## src/rtl/core/rpvg_pkg.sv

```systemverilog
package rpvg_pkg;

  localparam int COORD_W = 24;
  localparam int IDX_W   = 6;
  localparam int DIFF_W  = 25;
  localparam int RAD_W   = 25;
  localparam int OFF_W   = 27;
  localparam int TRIG_W  = 32;
  localparam int PHASE_W = 32;
  localparam int PROD_W  = 58;
  localparam int SQ_W    = 56;
  localparam int ROOT_W  = 28;
  localparam int PERIM_W = 28;
  localparam int AREA_W  = 46;
  localparam int CROSS_W = 55;
  localparam int STEP_W  = 5;

  localparam logic signed [TRIG_W-1:0] INV_GAIN = 32'sd652032874;
  localparam logic [AREA_W-1:0] AREA_MAX = '1;
  localparam logic [PERIM_W-1:0] PERIM_MAX = '1;

  typedef enum logic [1:0] {
    ST_OK       = 2'd0,
    ST_COINCIDE = 2'd1,
    ST_FEW      = 2'd2,
    ST_MANY     = 2'd3
  } status_t;

  typedef struct packed {
    logic signed [COORD_W-1:0] cx;
    logic signed [COORD_W-1:0] cy;
    logic signed [DIFF_W-1:0]  dx;
    logic signed [DIFF_W-1:0]  dy;
    logic [IDX_W-1:0]          n;
    status_t                   status;
  } job_t;

  typedef struct packed {
    logic signed [COORD_W-1:0] vx;
    logic signed [COORD_W-1:0] vy;
    logic [IDX_W-1:0]          idx;
    logic                      last;
    status_t                   status;
    logic [PERIM_W-1:0]        perim;
    logic [AREA_W-1:0]         area;
  } result_t;

  function automatic logic [29:0] atan_turn(input logic [STEP_W-1:0] i);
    logic [29:0] v;
    unique case (i)
      5'd0:  v = 30'd536870912;
      5'd1:  v = 30'd316933406;
      5'd2:  v = 30'd167458907;
      5'd3:  v = 30'd85004756;
      5'd4:  v = 30'd42667331;
      5'd5:  v = 30'd21354465;
      5'd6:  v = 30'd10679838;
      5'd7:  v = 30'd5340245;
      5'd8:  v = 30'd2670163;
      5'd9:  v = 30'd1335087;
      5'd10: v = 30'd667544;
      5'd11: v = 30'd333772;
      5'd12: v = 30'd166886;
      5'd13: v = 30'd83443;
      5'd14: v = 30'd41722;
      5'd15: v = 30'd20861;
      5'd16: v = 30'd10430;
      5'd17: v = 30'd5215;
      5'd18: v = 30'd2608;
      5'd19: v = 30'd1304;
      5'd20: v = 30'd652;
      5'd21: v = 30'd326;
      5'd22: v = 30'd163;
      5'd23: v = 30'd81;
      default: v = 30'd0;
    endcase
    return v;
  endfunction

endpackage

```

## src/rtl/core/rpvg_fifo.sv

```systemverilog
module rpvg_fifo #(
  parameter int WIDTH = 8,
  parameter int DEPTH = 2
) (
  input  logic             clk,
  input  logic             rst,
  input  logic             wr_en,
  input  logic [WIDTH-1:0] wr_data,
  output logic             full,
  input  logic             rd_en,
  output logic [WIDTH-1:0] rd_data,
  output logic             empty
);

  localparam int PTR_W = (DEPTH > 1) ? $clog2(DEPTH) : 1;
  localparam int CNT_W = $clog2(DEPTH + 1);

  logic [WIDTH-1:0] mem [DEPTH];
  logic [PTR_W-1:0] wr_ptr;
  logic [PTR_W-1:0] rd_ptr;
  logic [CNT_W-1:0] count;
  logic do_wr;
  logic do_rd;

  assign full    = count == CNT_W'(DEPTH);
  assign empty   = count == '0;
  assign do_wr   = wr_en && !full;
  assign do_rd   = rd_en && !empty;
  assign rd_data = mem[rd_ptr];

  always_ff @(posedge clk) begin
    if (do_wr) begin
      mem[wr_ptr] <= wr_data;
    end
  end

  always_ff @(posedge clk) begin
    if (rst) begin
      wr_ptr <= '0;
      rd_ptr <= '0;
      count  <= '0;
    end else begin
      if (do_wr) begin
        wr_ptr <= (wr_ptr == PTR_W'(DEPTH - 1)) ? '0 : wr_ptr + 1'b1;
      end
      if (do_rd) begin
        rd_ptr <= (rd_ptr == PTR_W'(DEPTH - 1)) ? '0 : rd_ptr + 1'b1;
      end
      if (do_wr && !do_rd) begin
        count <= count + 1'b1;
      end else if (do_rd && !do_wr) begin
        count <= count - 1'b1;
      end
    end
  end

endmodule

```

## src/rtl/core/rpvg_front.sv

```systemverilog
module rpvg_front import rpvg_pkg::*; #(
  parameter int MAX_SIDES = 36
) (
  input  logic                      clk,
  input  logic                      rst,
  input  logic                      push,
  output logic                      full,
  input  logic signed [COORD_W-1:0] center_x,
  input  logic signed [COORD_W-1:0] center_y,
  input  logic signed [COORD_W-1:0] edge_x,
  input  logic signed [COORD_W-1:0] edge_y,
  input  logic [IDX_W-1:0]          side_count,
  input  logic                      job_take,
  output logic                      job_valid,
  output job_t                      job
);

  job_t job_in;
  logic job_empty;

  always_comb begin
    job_in.cx = center_x;
    job_in.cy = center_y;
    job_in.dx = DIFF_W'(edge_x) - DIFF_W'(center_x);
    job_in.dy = DIFF_W'(edge_y) - DIFF_W'(center_y);
    job_in.n  = side_count;
    if (job_in.dx == '0 && job_in.dy == '0) begin
      job_in.status = ST_COINCIDE;
    end else if (side_count < IDX_W'(3)) begin
      job_in.status = ST_FEW;
    end else if (side_count > IDX_W'(MAX_SIDES)) begin
      job_in.status = ST_MANY;
    end else begin
      job_in.status = ST_OK;
    end
  end

  rpvg_fifo #(
    .WIDTH($bits(job_t)),
    .DEPTH(2)
  ) u_job_fifo (
    .clk    (clk),
    .rst    (rst),
    .wr_en  (push),
    .wr_data(job_in),
    .full   (full),
    .rd_en  (job_take),
    .rd_data(job),
    .empty  (job_empty)
  );

  assign job_valid = !job_empty;

endmodule

```

## config.mk

```make
export PLATFORM = sky130hd
export DESIGN_NAME = rpvg_front
export DESIGN_NICKNAME = d
export VERILOG_FILES = /design/src/rtl/core/rpvg_pkg.sv /design/src/rtl/core/rpvg_fifo.sv /design/src/rtl/core/rpvg_front.sv
export SDC_FILE = /design/constraint.sdc
export NUM_CORES = 1
export LEC_CHECK = 0
export ABC_AREA = 0
export BUFFER_PORTS_ARGS = -buffer_cell sky130_fd_sc_hd__buf_2
export CORE_ASPECT_RATIO = 0.5
export CORE_MARGIN = 4
export CORE_UTILIZATION = 35
export CTS_BUF_LIST = sky130_fd_sc_hd__clkbuf_4
export DETAILED_ROUTE_END_ITERATION = 6
export PLACE_DENSITY_LB_ADDON = 0.1
export SLEW_MARGIN = 20
export SYNTH_ARGS = -nofsm -noshare
export SYNTH_HDL_FRONTEND = slang
export SYNTH_SLANG_ARGS = --single-unit
```

## constraint.sdc

```tcl
create_clock -name clk -period 6.77 [get_ports clk]
set_clock_uncertainty 0.05 [all_clocks]
set_input_delay 0.3385 -clock clk [delete_from_list [all_inputs] [get_ports clk]]
set_output_delay 0.3385 -clock clk [all_outputs]
set_load 0.02 [all_outputs]
```

# Word-level counts from Yosys, hierarchy flattened
# Memories as Yosys holds them, arrays and structs flattened. A register that Yosys moved wholly into a read port is not among the register bits.
# Index checks and enable logic that the tools add are counted.
[totals] regBits=4 latchBits=0 ramBits=212 mem_bits_ro=0 input_bits=106 output_inout_bits=108 elab_cells=37 mem_count=1
[mem_list] memory="u_job_fifo.mem" depth=2 word_bits=106 rd=1 rd_ports_with_merged_regs=1 write_ports=1 line_no="rpvg_fifo.sv:18" rtl="logic [WIDTH-1:0] mem [DEPTH];"
[classes] n_addsub=6 n_mul=0 div=0 n_lt_le_gt_ge=2 n_eq_ne=1 shifts=0 mux=11 bitwise_logic=0 n_reduce_logical=13
[op_table] op="25-bit logical NOT" n=2
[op_table] op="24-bit by 24-bit subtractor with 25-bit output" n=2
[op_table] op="2-bit 2-to-1 mux" n=5
[op_table] op="6-bit greater-than comparator, second input constant" n=1
[op_table] op="6-bit by 2-bit less-than comparator with 1-bit output, second input constant" n=1
[op_table] op="1-bit 2-to-1 mux" n=6
[op_table] op="1-bit logical AND" n=5
[op_table] op="1-bit logical NOT" n=4
[op_table] op="1-bit adder, second input constant" n=2
[op_table] op="2-bit by 1-bit adder with 2-bit output, second input constant" n=1
[op_table] op="2-bit == test, second input constant" n=1
[op_table] op="2-bit logical NOT" n=1
[op_table] op="2-bit nonzero test" n=1
[op_table] op="2-bit by 1-bit subtractor with 2-bit output, second input constant" n=1

# Logic depth before layout (Yosys ltp)
[depth] word_depth=7 mapped_depth=13 depth_no_buf=13

# Modules after synthesis
# Synthesis repeated with hierarchy kept, for this count alone.
[hier_totals] hier_cells=860 area_unflattened_um2=11358.4
[by_module_without_submodules] module="rpvg_fifo" n_inst=1 cells_per_inst=355 area_each_um2=8025.2 seq_area_each_um2=6466.2
[by_module_without_submodules] module="rpvg_front" n_inst=1 cells_per_inst=505 area_each_um2=3333.2 seq_area_each_um2=0.0

# Worst setup path after synthesis
# OpenSTA, ideal clock, no wires.
[synth_timing] path_type="flip-flop to flip-flop" start="reg u_job_fifo.count[0]" end="mem u_job_fifo.mem[0][0] in the netlist's numbering, enable pin" setup_time_ns=0.572 arrival_ns=5.014 required_ns=6.148 slack_ns=1.134 stages_incl_launch_ff=4 path_buffers=0 synth_period_minus_slack_ns=5.636 cell_sequence="dfxtp_1 > nand2b_1 > nand2_1 > nor2_1"
[synth_between] elab_chain_cells=5
[synth_rtl] element="from (decl)" line_no="rpvg_fifo.sv:21" rtl="logic [CNT_W-1:0] count;"
[synth_rtl] element="from (signal assigned)" line_no="rpvg_fifo.sv:50" rtl="count <= count + 1'b1;"
[synth_rtl] element="from (signal assigned)" line_no="rpvg_fifo.sv:52" rtl="count <= count - 1'b1;"
[synth_rtl] element="2-bit == test" line_no="rpvg_fifo.sv:25" rtl="assign full = count == CNT_W'(DEPTH);"
[synth_rtl] element="1-bit logical NOT" line_no="rpvg_fifo.sv:27" rtl="assign do_wr = wr_en && !full;"
[synth_rtl] element="1-bit logical AND" line_no="rpvg_fifo.sv:27"
[synth_rtl] element="1-bit 2-to-1 mux" line_no="rpvg_fifo.sv:32" rtl="if (do_wr) begin"
[synth_rtl] element="1-bit 2-to-1 mux (not written as such)" line_no="rpvg_fifo.sv:33" rtl="mem[wr_ptr] <= wr_data;"
[synth_rtl] element="to (decl)" line_no="rpvg_fifo.sv:18"
# No other way between the ends.

==> results.cfg <==
[grt]
grt.overflow.total = 0
grt_use_total = 0.1605
grt_max_degree = 75
grt_pass1_vias = 7774
antenna_found_initial = 2
grt_pass1_wl_um = 42950

[cts]
cts_sinks = 217
post_cts_buffers = 0
cts_made_buffers = 53
clkLatencyLatePin_ns = 0.67
cts-root-buf = clkbuf_4
htreeDepth = 2
cts.reportedPaths.clkPinSlew_ns = 0.07
clock_path_buffers = 3
tritoncts = yes

[status]
status = completed

[floorplan]
io_pins = 214
dieArea_mm2 = 0.03391
core_mm2 = 0.03035
die_h_um = 132.2
start_util = 0.3559
die_w_um = 256.4
num_rows = 45

[cells_and_area]
seqCellArea_mm2 = 0.006470
finalNetCount = 1279
finalNonFillerCells = 1560
area_growth_pct = 25.91
drive_above_1_share = 0.3658
postLayoutCellArea_mm2 = 0.01360
multi_input_area_mm2 = 0.004023
final_cell_mix = 213 x buf_2, 212 x edfxtp_1, 106 x mux2_2
fillCellCount = 2901
mostFrequentLayoutCell = buf_2
fin_util = 0.4482

[sta]
tns_ns = 0
max_freq_mhz = 258.4
finalMaxSlewViolations = 0
relSlewSlack = 0.3217
worst_slack_ns = 2.899
whs_ns = 0.1143
finalSetupViolCount = 0
finalHoldViolations = 0
worst_pin_slew_ns = 1.017
period_needed_ns = 3.871
finalCritPeriodShare = 0.5717
rsz0062_at_grt = false

[setup_path]
r2r_slack_ns = 4.48
r2r_cells = 3
critPathMaxFanout = 7
path_cells = dlygate4sd3_1, buf_2, inv_1, ha_1, o21ai_0, o21bai_1, nor3_1, o31ai_1, o21ai_0, a2111oi_0, nand4_1, nor4_1, nand4b_1, a21boi_1
critPathSlowestCell = o31ai_1
crit_type = primary input to register
r2r-start = u_job_fifo.count[0]$_SDFFE_PP0P_
startpoint_type = primary input
r2r-end = u_job_fifo.mem[1][73]$_DFFE_PP_
required_ns = 7.14
cp_slowest_stage_delay_ns = 0.63
cp.buffers_inverters = 3
crit_cells = 14
cpMostUsedCell = o21ai_0
crit_family = compound AO/OA/AOI/OAI gates
end_kind = register
cp.arrival_ns = 4.24

[synthesis]
synth_top_family_by_area = multiplexers
synth.area.mux_share = 0.1105
synthFlopType = edfxtp_1
async_flop_share = 0
ys_ff_latch = 217
synth_nets = 966
synth_edf_count = 212
synth.avg_cell_area_um2 = 13.35
netlist_instances = 809
yosys.area_share.adder = 0.06047
synth_compound_area_frac = 0.09556
ys_warn_count = 0
synth_area_mm2 = 0.01080
synth-simple-area-share = 0.07633
ys_seq_area_frac = 0.5986
ys_types = 62
synth-xor-area-share = 0.02838

[worst_hold_path]
min_to = u_job_fifo.mem[0][8]$_DFFE_PP_
hp-class = primary input to register
min_path_cells = 4
hp-start = edge_y[0]

[place]
pre_cts_slack_ns = 2.703
placed_area_mm2 = 0.01234
dp.cells = 1407
hpwl_um = 19520
gp_congestion = 0.8450
numPortBuffers = 213

[routing]
routed-via-count = 7533
firstDrtPassIters = 4
ant_nets = 0
totalWireLength_um = 27770
drc_errors = 0
viasPerCell = 4.829
initialDrtViolationCount = 351
avgRoutedWirePerCell_um = 17.80

[power]
max-vdd-ir-drop_mv = 0.1440
finalPower_mw = 4.405
leakage_nw = 5.517
p_per_area_mw_per_mm2 = 323.9

[job]
cap_violations = 0
[cell type report]
class,count,area share
clock buffer,78,0.04305
clock inverter,14,0.004048
multi-input combinational,506,0.2958
antenna,2,0.0003680
tap,399,0.03671
sequential,217,0.4757
timing repair buffer,276,0.1256
inverter,68,0.01877
[registers in the layout (all words and copies together) (netlist names), named ones only]
register / cells
u_job_fifo.mem: 212
u_job_fifo.wr_ptr: 1
u_job_fifo.rd_ptr: 1
u_job_fifo.count: 2
[cells in the mapped netlist, types with 3 or more instances]
cell,count,area share
o21a_1,9,0.0063
nand4_1,7,0.0041
o21ai_0,19,0.0088
or3_1,7,0.0041
nand3_1,12,0.0056
xnor2_1,24,0.019
or2_2,4,0.0023
o21ai_1,6,0.0028
clkbuf_1,16,0.0056
a211oi_1,5,0.0035
nor4_1,4,0.0023
o31ai_1,3,0.0021
o21bai_1,5,0.0035
inv_1,68,0.024
nor2b_1,10,0.0058
and2_1,8,0.0046
nor2_1,37,0.013
o211ai_1,7,0.0049
a21o_1,20,0.014
a211o_1,6,0.0049
o31a_1,4,0.0032
nor3_1,14,0.0065
nand2_1,33,0.011
mux2_2,106,0.11
dfxtp_1,5,0.0093
a21oi_1,47,0.022
edfxtp_1,212,0.59
and3_1,7,0.0041
xor2_1,11,0.0089
ha_1,49,0.057
nand2b_1,3,0.0017
o211a_1,4,0.0037
[layer usage]
layer  share of wire  global-route usage
met3           0.046             0.03992
met1            0.47              0.2149
met2            0.47              0.2616
met4           0.017             0.04569
met5         0.00047                   0
[worst max path at each step]
stage / startpoint / end
after floorplan: u_job_fifo.count[0]$_SDFFE_PP0P_ / u_job_fifo.mem[0][0]$_DFFE_PP_
after global placement: center_x[10] / u_job_fifo.mem[0][1]$_DFFE_PP_
after detailed placement: center_x[10] / u_job_fifo.mem[1][1]$_DFFE_PP_
after CTS: center_x[10] / u_job_fifo.mem[0][1]$_DFFE_PP_
after global routing: center_x[10] / u_job_fifo.mem[0][1]$_DFFE_PP_
final: center_x[10] / u_job_fifo.mem[0][1]$_DFFE_PP_
[cells by family after synthesis]
kind of cell,count (synthesis)
flip-flops,217
AND/OR/NAND/NOR,159
AO/OA/AOI/OAI,155
multiplexers,106
buffers and inverters,86
adder cells (fa/ha/maj),51
XOR/XNOR,35
[worst reg2reg max path, cell delays in order (launching register included)]
cell      delay (ns)
dfxtp_1         0.39
nand2b_1        0.18
and3_4          0.54
buf_6           0.68
[timing repair]
| action | CTS | global route |
|---|---|---|
| hold buffers | 58 | 0 |
| endpoints found under the hold margin | 118 | 0 |
| resized for setup | 0 | 0 |
[report_power, final]
part           switching (mW)  internal, mW
registers               0.107          1.77
clock network           0.526         0.524
logic                   0.893         0.586
Power figures use the tool's default switching activity.
