[src/rtl/core/rpvg_fifo.sv]
module rpvg_fifo #(
  parameter int WIDTH = 8,
  parameter int DEPTH = 2
) (
  input  logic             clk,
  input  logic             rst,
  input  logic             wr_en,
  input  logic [WIDTH-1:0] wr_data,
  output logic             full,
  input  logic             rd_en,
  output logic [WIDTH-1:0] rd_data,
  output logic             empty
);

  localparam int PTR_W = (DEPTH > 1) ? $clog2(DEPTH) : 1;
  localparam int CNT_W = $clog2(DEPTH + 1);

  logic [WIDTH-1:0] mem [DEPTH];
  logic [PTR_W-1:0] wr_ptr;
  logic [PTR_W-1:0] rd_ptr;
  logic [CNT_W-1:0] count;
  logic do_wr;
  logic do_rd;

  assign full    = count == CNT_W'(DEPTH);
  assign empty   = count == '0;
  assign do_wr   = wr_en && !full;
  assign do_rd   = rd_en && !empty;
  assign rd_data = mem[rd_ptr];

  always_ff @(posedge clk) begin
    if (do_wr) begin
      mem[wr_ptr] <= wr_data;
    end
  end

  always_ff @(posedge clk) begin
    if (rst) begin
      wr_ptr <= '0;
      rd_ptr <= '0;
      count  <= '0;
    end else begin
      if (do_wr) begin
        wr_ptr <= (wr_ptr == PTR_W'(DEPTH - 1)) ? '0 : wr_ptr + 1'b1;
      end
      if (do_rd) begin
        rd_ptr <= (rd_ptr == PTR_W'(DEPTH - 1)) ? '0 : rd_ptr + 1'b1;
      end
      if (do_wr && !do_rd) begin
        count <= count + 1'b1;
      end else if (do_rd && !do_wr) begin
        count <= count - 1'b1;
      end
    end
  end

endmodule

[config.mk]
export PLATFORM = sky130hd
export DESIGN_NAME = rpvg_fifo
export DESIGN_NICKNAME = d
export VERILOG_FILES = /design/src/rtl/core/rpvg_fifo.sv
export SDC_FILE = /design/constraint.sdc
export NUM_CORES = 1
export LEC_CHECK = 0
export BUFFER_PORTS_ARGS = -buffer_cell sky130_fd_sc_hd__buf_2
export CELL_PAD_IN_SITES_DETAIL_PLACEMENT = 0
export CELL_PAD_IN_SITES_GLOBAL_PLACEMENT = 1
export CORE_AREA = 2 2 55 57
export DETAILED_ROUTE_END_ITERATION = 6
export DIE_AREA = 0 0 57 59
export GPL_TIMING_DRIVEN = 0
export MAX_ROUTING_LAYER = met4
export PLACE_DENSITY_LB_ADDON = 0.25
export SYNTH_ARGS = -nofsm -noshare
export SYNTH_HDL_FRONTEND = slang
export SYNTH_SLANG_ARGS = --single-unit
[constraint.sdc]
create_clock -name clk -period 1.8 [get_ports clk]
set_input_delay 0 -clock clk [delete_from_list [all_inputs] [get_ports clk]]
set_output_delay 0 -clock clk [all_outputs]
set_load 0.005 [all_outputs]
# Word level (Yosys, flattened, before mapping)
# Memory sizes are Yosys's and may differ from the RTL's. A register that Yosys moved wholly into a read port is not among the register bits.
# Cells that the tools add are included.
[op_classes]
n_addsub = 4
eq_ne = 1
muxes = 8
reduce_logical = 10
[op_table]
columns = ["op", "count"]
rows = [
  ["$mux 1", 6],
  ["$logic_and 1x1->1", 4],
  ["$logic_not 1->1", 4],
  ["$mux 2", 2],
  ["$add 1x1->1 const B", 2],
  ["$add 2x1->2 const B", 1],
  ["$eq 2x2->1 const B", 1],
  ["$logic_not 2->1", 1],
  ["$reduce_bool 2->1", 1],
  ["$sub 2x1->2 const B", 1],
]
[totals]
ff_bits = 4
ramBits = 16
input_bits = 12
word_cells = 27
n_memories = 1
[memory_table]
columns = ["memory", "words", "word_bits", "rd", "rd_clocked_by_memory_dff", "write_ports", "line", "text"]
rows = [
  ["mem", 2, 8, 1, 1, 1, "18", "logic [WIDTH-1:0] mem [DEPTH];"],
]

# Longest topological paths before layout
# Gate-level depths: netlist of run 1.
[depth]
ltp_word = 7
ltp_mapped = 6

# Least setup slack after synthesis of run 1
# Ideal clock, no wire load.
[synth_timing]
path_kind = "flip-flop to flip-flop"
from = "reg count[0]"
to = "reg count[1]"
setup_ps = 70
arrival_time_ps = 1386
required_time_ps = 1730
path_slack_ps = 345
path_stages_with_launch = 5
n_path_buf = 0
synth_period_minus_slack_ps = 1455
cell_sequence = "dfxtp_1 > o21ai_0 > ha_1 > or3_1 > a21oi_1"
[synth_between]
elab_chain_cells = 6
word_cells_on_any_way = 15
cone_classes = "add/sub (2); eq/ne (1); mux (2); reduce/logical (10)"
[synth_lines]
columns = ["element", "line", "text"]
rows = [
  ["start: declaration", "21", "logic [CNT_W-1:0] count;"],
  ["start signal: assignment", "50", "count <= count + 1'b1;"],
  ["start signal: assignment", "52", "count <= count - 1'b1;"],
  ["$eq 2x2->1 or $logic_not 2->1 (tied branches)", "25, 26", ""],
  ["$logic_not 1->1 (on tied branches)", "27, 28", ""],
  ["$logic_and 1x1->1 (on tied branches)", "27, 28", ""],
  ["$logic_not 1->1 (on tied branches)", "51, 49", ""],
  ["$logic_and 1x1->1 (on tied branches)", "51, 49", ""],
  ["$reduce_bool 2->1 (no source line) or $mux 2 (tied branches)", "-", ""],
]
# Several ways; a longest one is shown, not always the timed one. The select of a mux whose other input is x is not followed.
# A chain may end at the register's enable or synchronous reset.

# Final worst setup path of run 1
# Ends and elaborated chain as after synthesis.

==> results.ini, run 1 <==
[worst_setup_path]
worstPathMaxFanout = 5
critPathArrivalTime_ns = 1.82
critPathLaunch = count[0]$_SDFFE_PP0P_
crit_type = reg2reg
r2r_start = count[0]$_SDFFE_PP0P_
cp.required_ns = 2.03
cp-start-kind = flip-flop
r2r-end = count[1]$_SDFFE_PP0P_
reg2regPathDepth = 4
rrSetupSlack_ns = 0.21
end_kind = flip-flop

[logic_synthesis]
yosys.cell_count.top_type = edfxtp_1
yosys.area_share.simple_pct = 5.84
synth_top_cells_by_count = edfxtp_1 (16), mux2_2 (8), dfxtp_1 (5), nor2_1 (5)
synthTopCellsByArea = edfxtp_1 (61%), dfxtp_1 (13%), mux2_2 (11%)
seq_area_frac_synth_pct = 73.2
synth-main-ff-cell = edfxtp_1
synth_compound_area_share_pct = 3.15
synthAdderAreaFrac_pct = 1.58
synth_top_family_by_area = multiplexers
ys_seq_elements = 21
syn_area_um2 = 793
synth_xor_area_share_pct = 3.31
synth_area_per_cell_um2 = 15.9
netlist.area_leader.share_pct = 60.6
synth.area.mux_share_pct = 11.4
postSynth.asyncResetShare_pct = 0
synth_fp_nets = 63
yosysTopAreaCell = edfxtp_1
synthCells = 50
synth_edf_count = 16
yosys_warnings = 0
yosysUniqueCellTypes = 13

[sta]
finalSetupTns_ns = 0
fin_crit_sh_pct = 88.4
setup_viol = 0
layout_min_cycle_time_ns = 1.59
fmax_mhz = 629
tightest_slew_ns = 0.377
hold_violations = 0
relSlewSlack_pct = 74.9
skew_ns = 0.00605
rsz0062_at_grt = no
hold_slack_ns = 0.0692
drv_slew = 0

[global_route]
grt_pass1_wl_um = 2190
antenna_found_initial = 0
grt_pass1_vias = 484
grt_start_max_net_pins = 13
grt_usage_pct = 8.98
grt.overflow.total = 0

[floorplanning]
core_region_area_um2 = 2710
die_height_um = 59
core.rowCount = 19
die_w_um = 57
start_util_pct = 29.3
io_pins = 22
die_area_um2 = 3360

[drt]
vias = 490
drt_iter0_markers = 3
wl_um = 1250
ant_nets = 0
remaining_drc_errors = 0
wire_per_inst_um = 10.9
viasPerCell = 4.26
dr.pass1.iters = 2

[job]
max_cap_violations = 0

[placed_design]
place_congestion = 0.638
numPortBuffers = 21
dp_hpwl_um = 947

[final_layout]
n_fill_cell = 290
syn2layout_area_growth_pct = 33.0
nets = 98
num_antenna_cells = 0
drive_gt1_share_pct = 41.7

[power]
leakage_nw = 0.424
finalPower_mw = 1.26
vdd_drop_max_uv = 646
power_density_nw_per_um2 = 1190

[clock_network]
clk_latency_ns = 0.29
clk_pin_slew_ns = 0.11
clockBufferDepth = 2
post_cts_buffers = 0
cts_tree = done
cts_buffers = 3
cts_resized = 0
htree_levels = 1
cts.root.buffer_cell = clkbuf_4
cts.sink_count = 21
hold_buffers = 9

[worst_hold_path]
hp-class = in2reg
hold_path_end = wr_ptr$_SDFFE_PP0N_
hold_start = wr_en
holdPathStages = 4

[outcome]
outcome = finished, final reports clean

[worst max-delay path, stage by stage (launching register included)]
cell and delay (ns):
dfxtp_1 0.37, o21ai_0 0.33, ha_1 0.32, or3_1 0.37
a21oi_1 0.13
[flip-flops by register name, indices dropped and copies added, names as in the netlist, named ones only]
register  flops
wr_ptr        1
count         2
rd_ptr        1
mem          16
[through the flow]
stage	cells	worst slack, ns	cell area [um^2]	utilization (%)
after global placement	102	0.225	937	34.6
after CTS	115	0.191	1050	38.9
after detailed placement	102	0.205	937	34.6
after floorplan	50	0.345	793	-
final	115	0.210	1050	38.9
after global routing	115	0.0986	1050	38.9
[per-layer routing]
layer | global-route usage [%] | up-vias | share of wire [%]
li1 | - | 250 | -
met1 | 10.5 | 225 | 43
met2 | 15.3 | 13 | 50
met3 | 2.18 | 2 | 6.1
met4 | 2.99 | 0 | 1.0
met5 | - | - | 0
[logic make-up after synthesis]
family,Yosys count
adder cells (fa/ha/maj),1
XOR/XNOR,3
AND/OR/NAND/NOR,9
buffers and inverters,3
multiplexers,8
AO/OA/AOI/OAI,5
flip-flops,21
[layout make-up]
type                            instances  area (um^2)  share of cell area, %
Sequential cell                        21          581                   55.0
Multi-Input combinational cell         26          200                   19.0
Clock buffer                            3         22.5                   2.14
Inverter                                2         7.51                  0.712
Timing Repair Buffer                   30          195                   18.5
Clock inverter                          1         5.00                  0.474
Buffer                                  1         5.00                  0.474
Tap cell                               31         38.8                   3.68
[power breakdown]
part           switching, mW  total (mW)  leakage [nW]  internal, mW
Sequential            0.0389       0.657         0.191         0.618
Combinational          0.183       0.390         0.215         0.206
Clock                  0.129       0.212        0.0177        0.0825
[how the worst max path moves through the flow]
stage,endpoint,cells past startpoint
3_5_place_dp,count[1]$_SDFFE_PP0P_,4
5_1_grt,count[1]$_SDFFE_PP0P_,4
3_3_place_gp,count[1]$_SDFFE_PP0P_,4
6_report,count[1]$_SDFFE_PP0P_,4
2_1_floorplan,count[1]$_SDFFE_PP0P_,4
4_1_cts,count[1]$_SDFFE_PP0P_,4
[placed cells by master, fill, tap and decap left out, drive strengths merged, types with 2 or more instances in the layout]
| cell | count |
|---|---|
| xor2 | 3 |
| nor2 | 5 |
| a21oi | 2 |
| dlygate4sd3 | 9 |
| mux2 | 8 |
| dfxtp | 5 |
| buf | 22 |
| or3 | 2 |
| clkbuf | 3 |
| edfxtp | 16 |
| inv | 2 |
| o21ai | 3 |
No activity file was read; power rests on OpenSTA's default activity.
==> run 2: changes to the inputs <==
Settings changed: CORE_AREA 2 2 55 57 to 2 2 47 66, DIE_AREA 0 0 57 59 to 0 0 49 68, SETUP_SLACK_MARGIN from default to 0.5.
==> results.ini, run 2 (synthesis results as in run 1) <==
[outcome]
outcome = finished, final reports clean

[worst_setup_path]
cp-start-kind = flip-flop
end_kind = flip-flop
crit_type = reg2reg
worstPathMaxFanout = 3  ; -2
reg2regPathDepth = 6  ; +2
cp.required_ns = 1.98  ; -0.05 ns
critPathArrivalTime_ns = 1.56  ; -0.26 ns
r2r_start = count[1]$_SDFFE_PP0P_
r2r-end = count[1]$_SDFFE_PP0P_
rrSetupSlack_ns = 0.41  ; +0.21 ns

[power]
p_comb_share_pct = 33.3  ; +2.3 points
p_sw_mw = 0.384  ; +9.2%
pwr-share-clk_pct = 20.1  ; +3.3 points
p_sw_share_pct = 26.7  ; -1.3 points
power_density_nw_per_um2 = 1270  ; +6.5%
vdd_drop_max_uv = 682  ; +5.6%
power.internal_mw = 1.06  ; +16%
p_seq_share_pct = 46.6  ; -5.6 points
leakage_nw = 0.451  ; +6.6%

[drt]
drt_iter0_markers = 11  ; +8
vias = 507  ; +3.5%
remaining_drc_errors = 0  ; unchanged
viasPerCell = 4.06  ; -4.8%
wl_um = 1310  ; +4.6%
wire_per_inst_um = 10.5  ; -3.8%
ant_nets = 0  ; unchanged
dr.pass1.iters = 4  ; +2

[floorplanning]
io_pins = 22  ; unchanged
die_area_um2 = 3330  ; -0.92%
die_w_um = 49  ; -14%
start_util_pct = 28.4  ; -0.85 points
core_region_area_um2 = 2790  ; +3.0%
core.rowCount = 23  ; +4
die_height_um = 68  ; +15%

[placed_design]
dpl_cell_area_um2 = 952  ; +1.6%
dp_hpwl_um = 853  ; -9.9%
numPortBuffers = 21  ; unchanged
post-place-ws_ns = 0.370  ; +0.165 ns
place_congestion = 0.665  ; +4.2%

[sta]
fmax_mhz = 722  ; +15%
layout_min_cycle_time_ns = 1.39  ; -0.205 ns
skew_ns = 0.00127  ; -0.00479 ns
setup_ws_ns = 0.415  ; +0.205 ns
setup_viol = 0  ; unchanged
tightest_slew_ns = 0.218  ; -0.158 ns
hold_violations = 0  ; unchanged
rsz0062_at_grt = yes
hold_slack_ns = 0.111  ; +0.0418 ns
fin_crit_sh_pct = 76.9  ; -11 points
finalSetupTns_ns = 0  ; unchanged
relSlewSlack_pct = 85.4  ; +11 points
drv_slew = 0  ; unchanged

[final_layout]
layout_commonest_cell = buf_2
regMostFlops = mem
final_cell_mix = buf_2 (21), edfxtp_1 (16), dlygate4sd3_1 (9)
nets = 102  ; +4.1%
largest_register_ffs = 16  ; unchanged
num_antenna_cells = 0  ; unchanged
drive_gt1_share_pct = 50.0  ; +8.3 points
finalInstanceArea_um2 = 1130  ; +7.4%
fin_util_pct = 40.6  ; +1.6 points
syn2layout_area_growth_pct = 42.7
top_regs = mem x16, count x2

[worst_hold_path]
holdPathStages = 4  ; unchanged
hp-class = in2reg
hold_start = rd_en
hold_path_end = rd_ptr$_SDFFE_PP0P_

[global_route]
met2_usage_pct = 15.8  ; +0.48 points
grt_pass1_vias = 539  ; +11%
met3_usage_pct = 1.75  ; -0.44 points
top_usage_layer = met2
grt_start_max_net_pins = 12  ; -1
grt_usage_pct = 9.06  ; +0.078 points
antenna_found_initial = 0  ; unchanged
grt_use_met1_pct = 10.1  ; -0.36 points
grt.overflow.total = 0  ; unchanged
grt_pass1_wl_um = 2230  ; +1.9%

[clock_network]
clk_pin_slew_ns = 0.07  ; -0.04 ns
clk_latency_ns = 0.25  ; -0.04 ns
cts.root.buffer_cell = clkbuf_8
clockBufferDepth = 2  ; unchanged
cts_tree = done
cts_buffers = 3  ; unchanged
htree_levels = 1  ; unchanged
cts.sink_count = 21  ; unchanged

[job]
max_cap_violations = 0  ; unchanged

[run 2: cell types whose count changed in the layout (fill, tap and decap cells not counted), sizes merged]
cell / previous run / this run
buf: 22 / 25
clkinv: 1 / 0
clkbuf: 3 / 5
[run 2: worst max-delay path, stage by stage (launching register included)]
cell	delay, ns
dfxtp_2	0.35
nor2b_4	0.17
nor2_2	0.05
ha_1	0.18
xor2_1	0.15
or3_1	0.30
a21oi_1	0.12
[run 2: per-layer routing]
metal  up-vias  share of wire (%)
met5         -                  0
met4         0               0.99
met3         2                4.6
met2        15                 51
met1       235                 44
li1        255                  -
[run 2: repair_timing]
item,in CTS,in global routing
gates resized for setup,3,4
cloned,0,0
buffers inserted,2,2
hold buffers,9,0
pin swaps,1,0
hold endpoints to repair,21,0
endpoints found under the setup margin,17,18
[run 2: how the worst max path moves through the flow]
stage,depth (start not counted),end,from
finish,6,count[1]$_SDFFE_PP0P_,count[1]$_SDFFE_PP0P_
global route,6,count[1]$_SDFFE_PP0P_,count[1]$_SDFFE_PP0P_
CTS,6,count[1]$_SDFFE_PP0P_,count[1]$_SDFFE_PP0P_
detailed placement,5,count[1]$_SDFFE_PP0P_,count[1]$_SDFFE_PP0P_
global placement,5,count[1]$_SDFFE_PP0P_,count[1]$_SDFFE_PP0P_
floorplan,5,count[1]$_SDFFE_PP0P_,count[1]$_SDFFE_PP0P_
[run 2: power groups by stage]
stage | Sequential [mW] | Combinational, mW | Clock, mW
CTS | 0.668 | 0.444 | 0.299
floorplan | 0.669 | 0.260 | 0
finish | 0.671 | 0.479 | 0.289
global placement | 0.676 | 0.387 | 0
global route | 0.681 | 0.535 | 0.315
detailed placement | 0.679 | 0.385 | 0
[run 2: metrics by stage]
stage	cells	power, mW
after global placement	108	1.06
after global routing	125	1.53
after detailed placement	108	1.06
after floorplan	50	0.929
final	125	1.44
after CTS	123	1.41
[run 2: cell type report]
class | instances | area [um^2]
sequential | 21 | 586
fill | 278 | 1660
buffer | 1 | 7.51
clock buffer | 4 | 45.0
tap | 37 | 46.3
inverter | 2 | 10.0
timing repair buffer | 34 | 225
multi-input combinational | 26 | 213
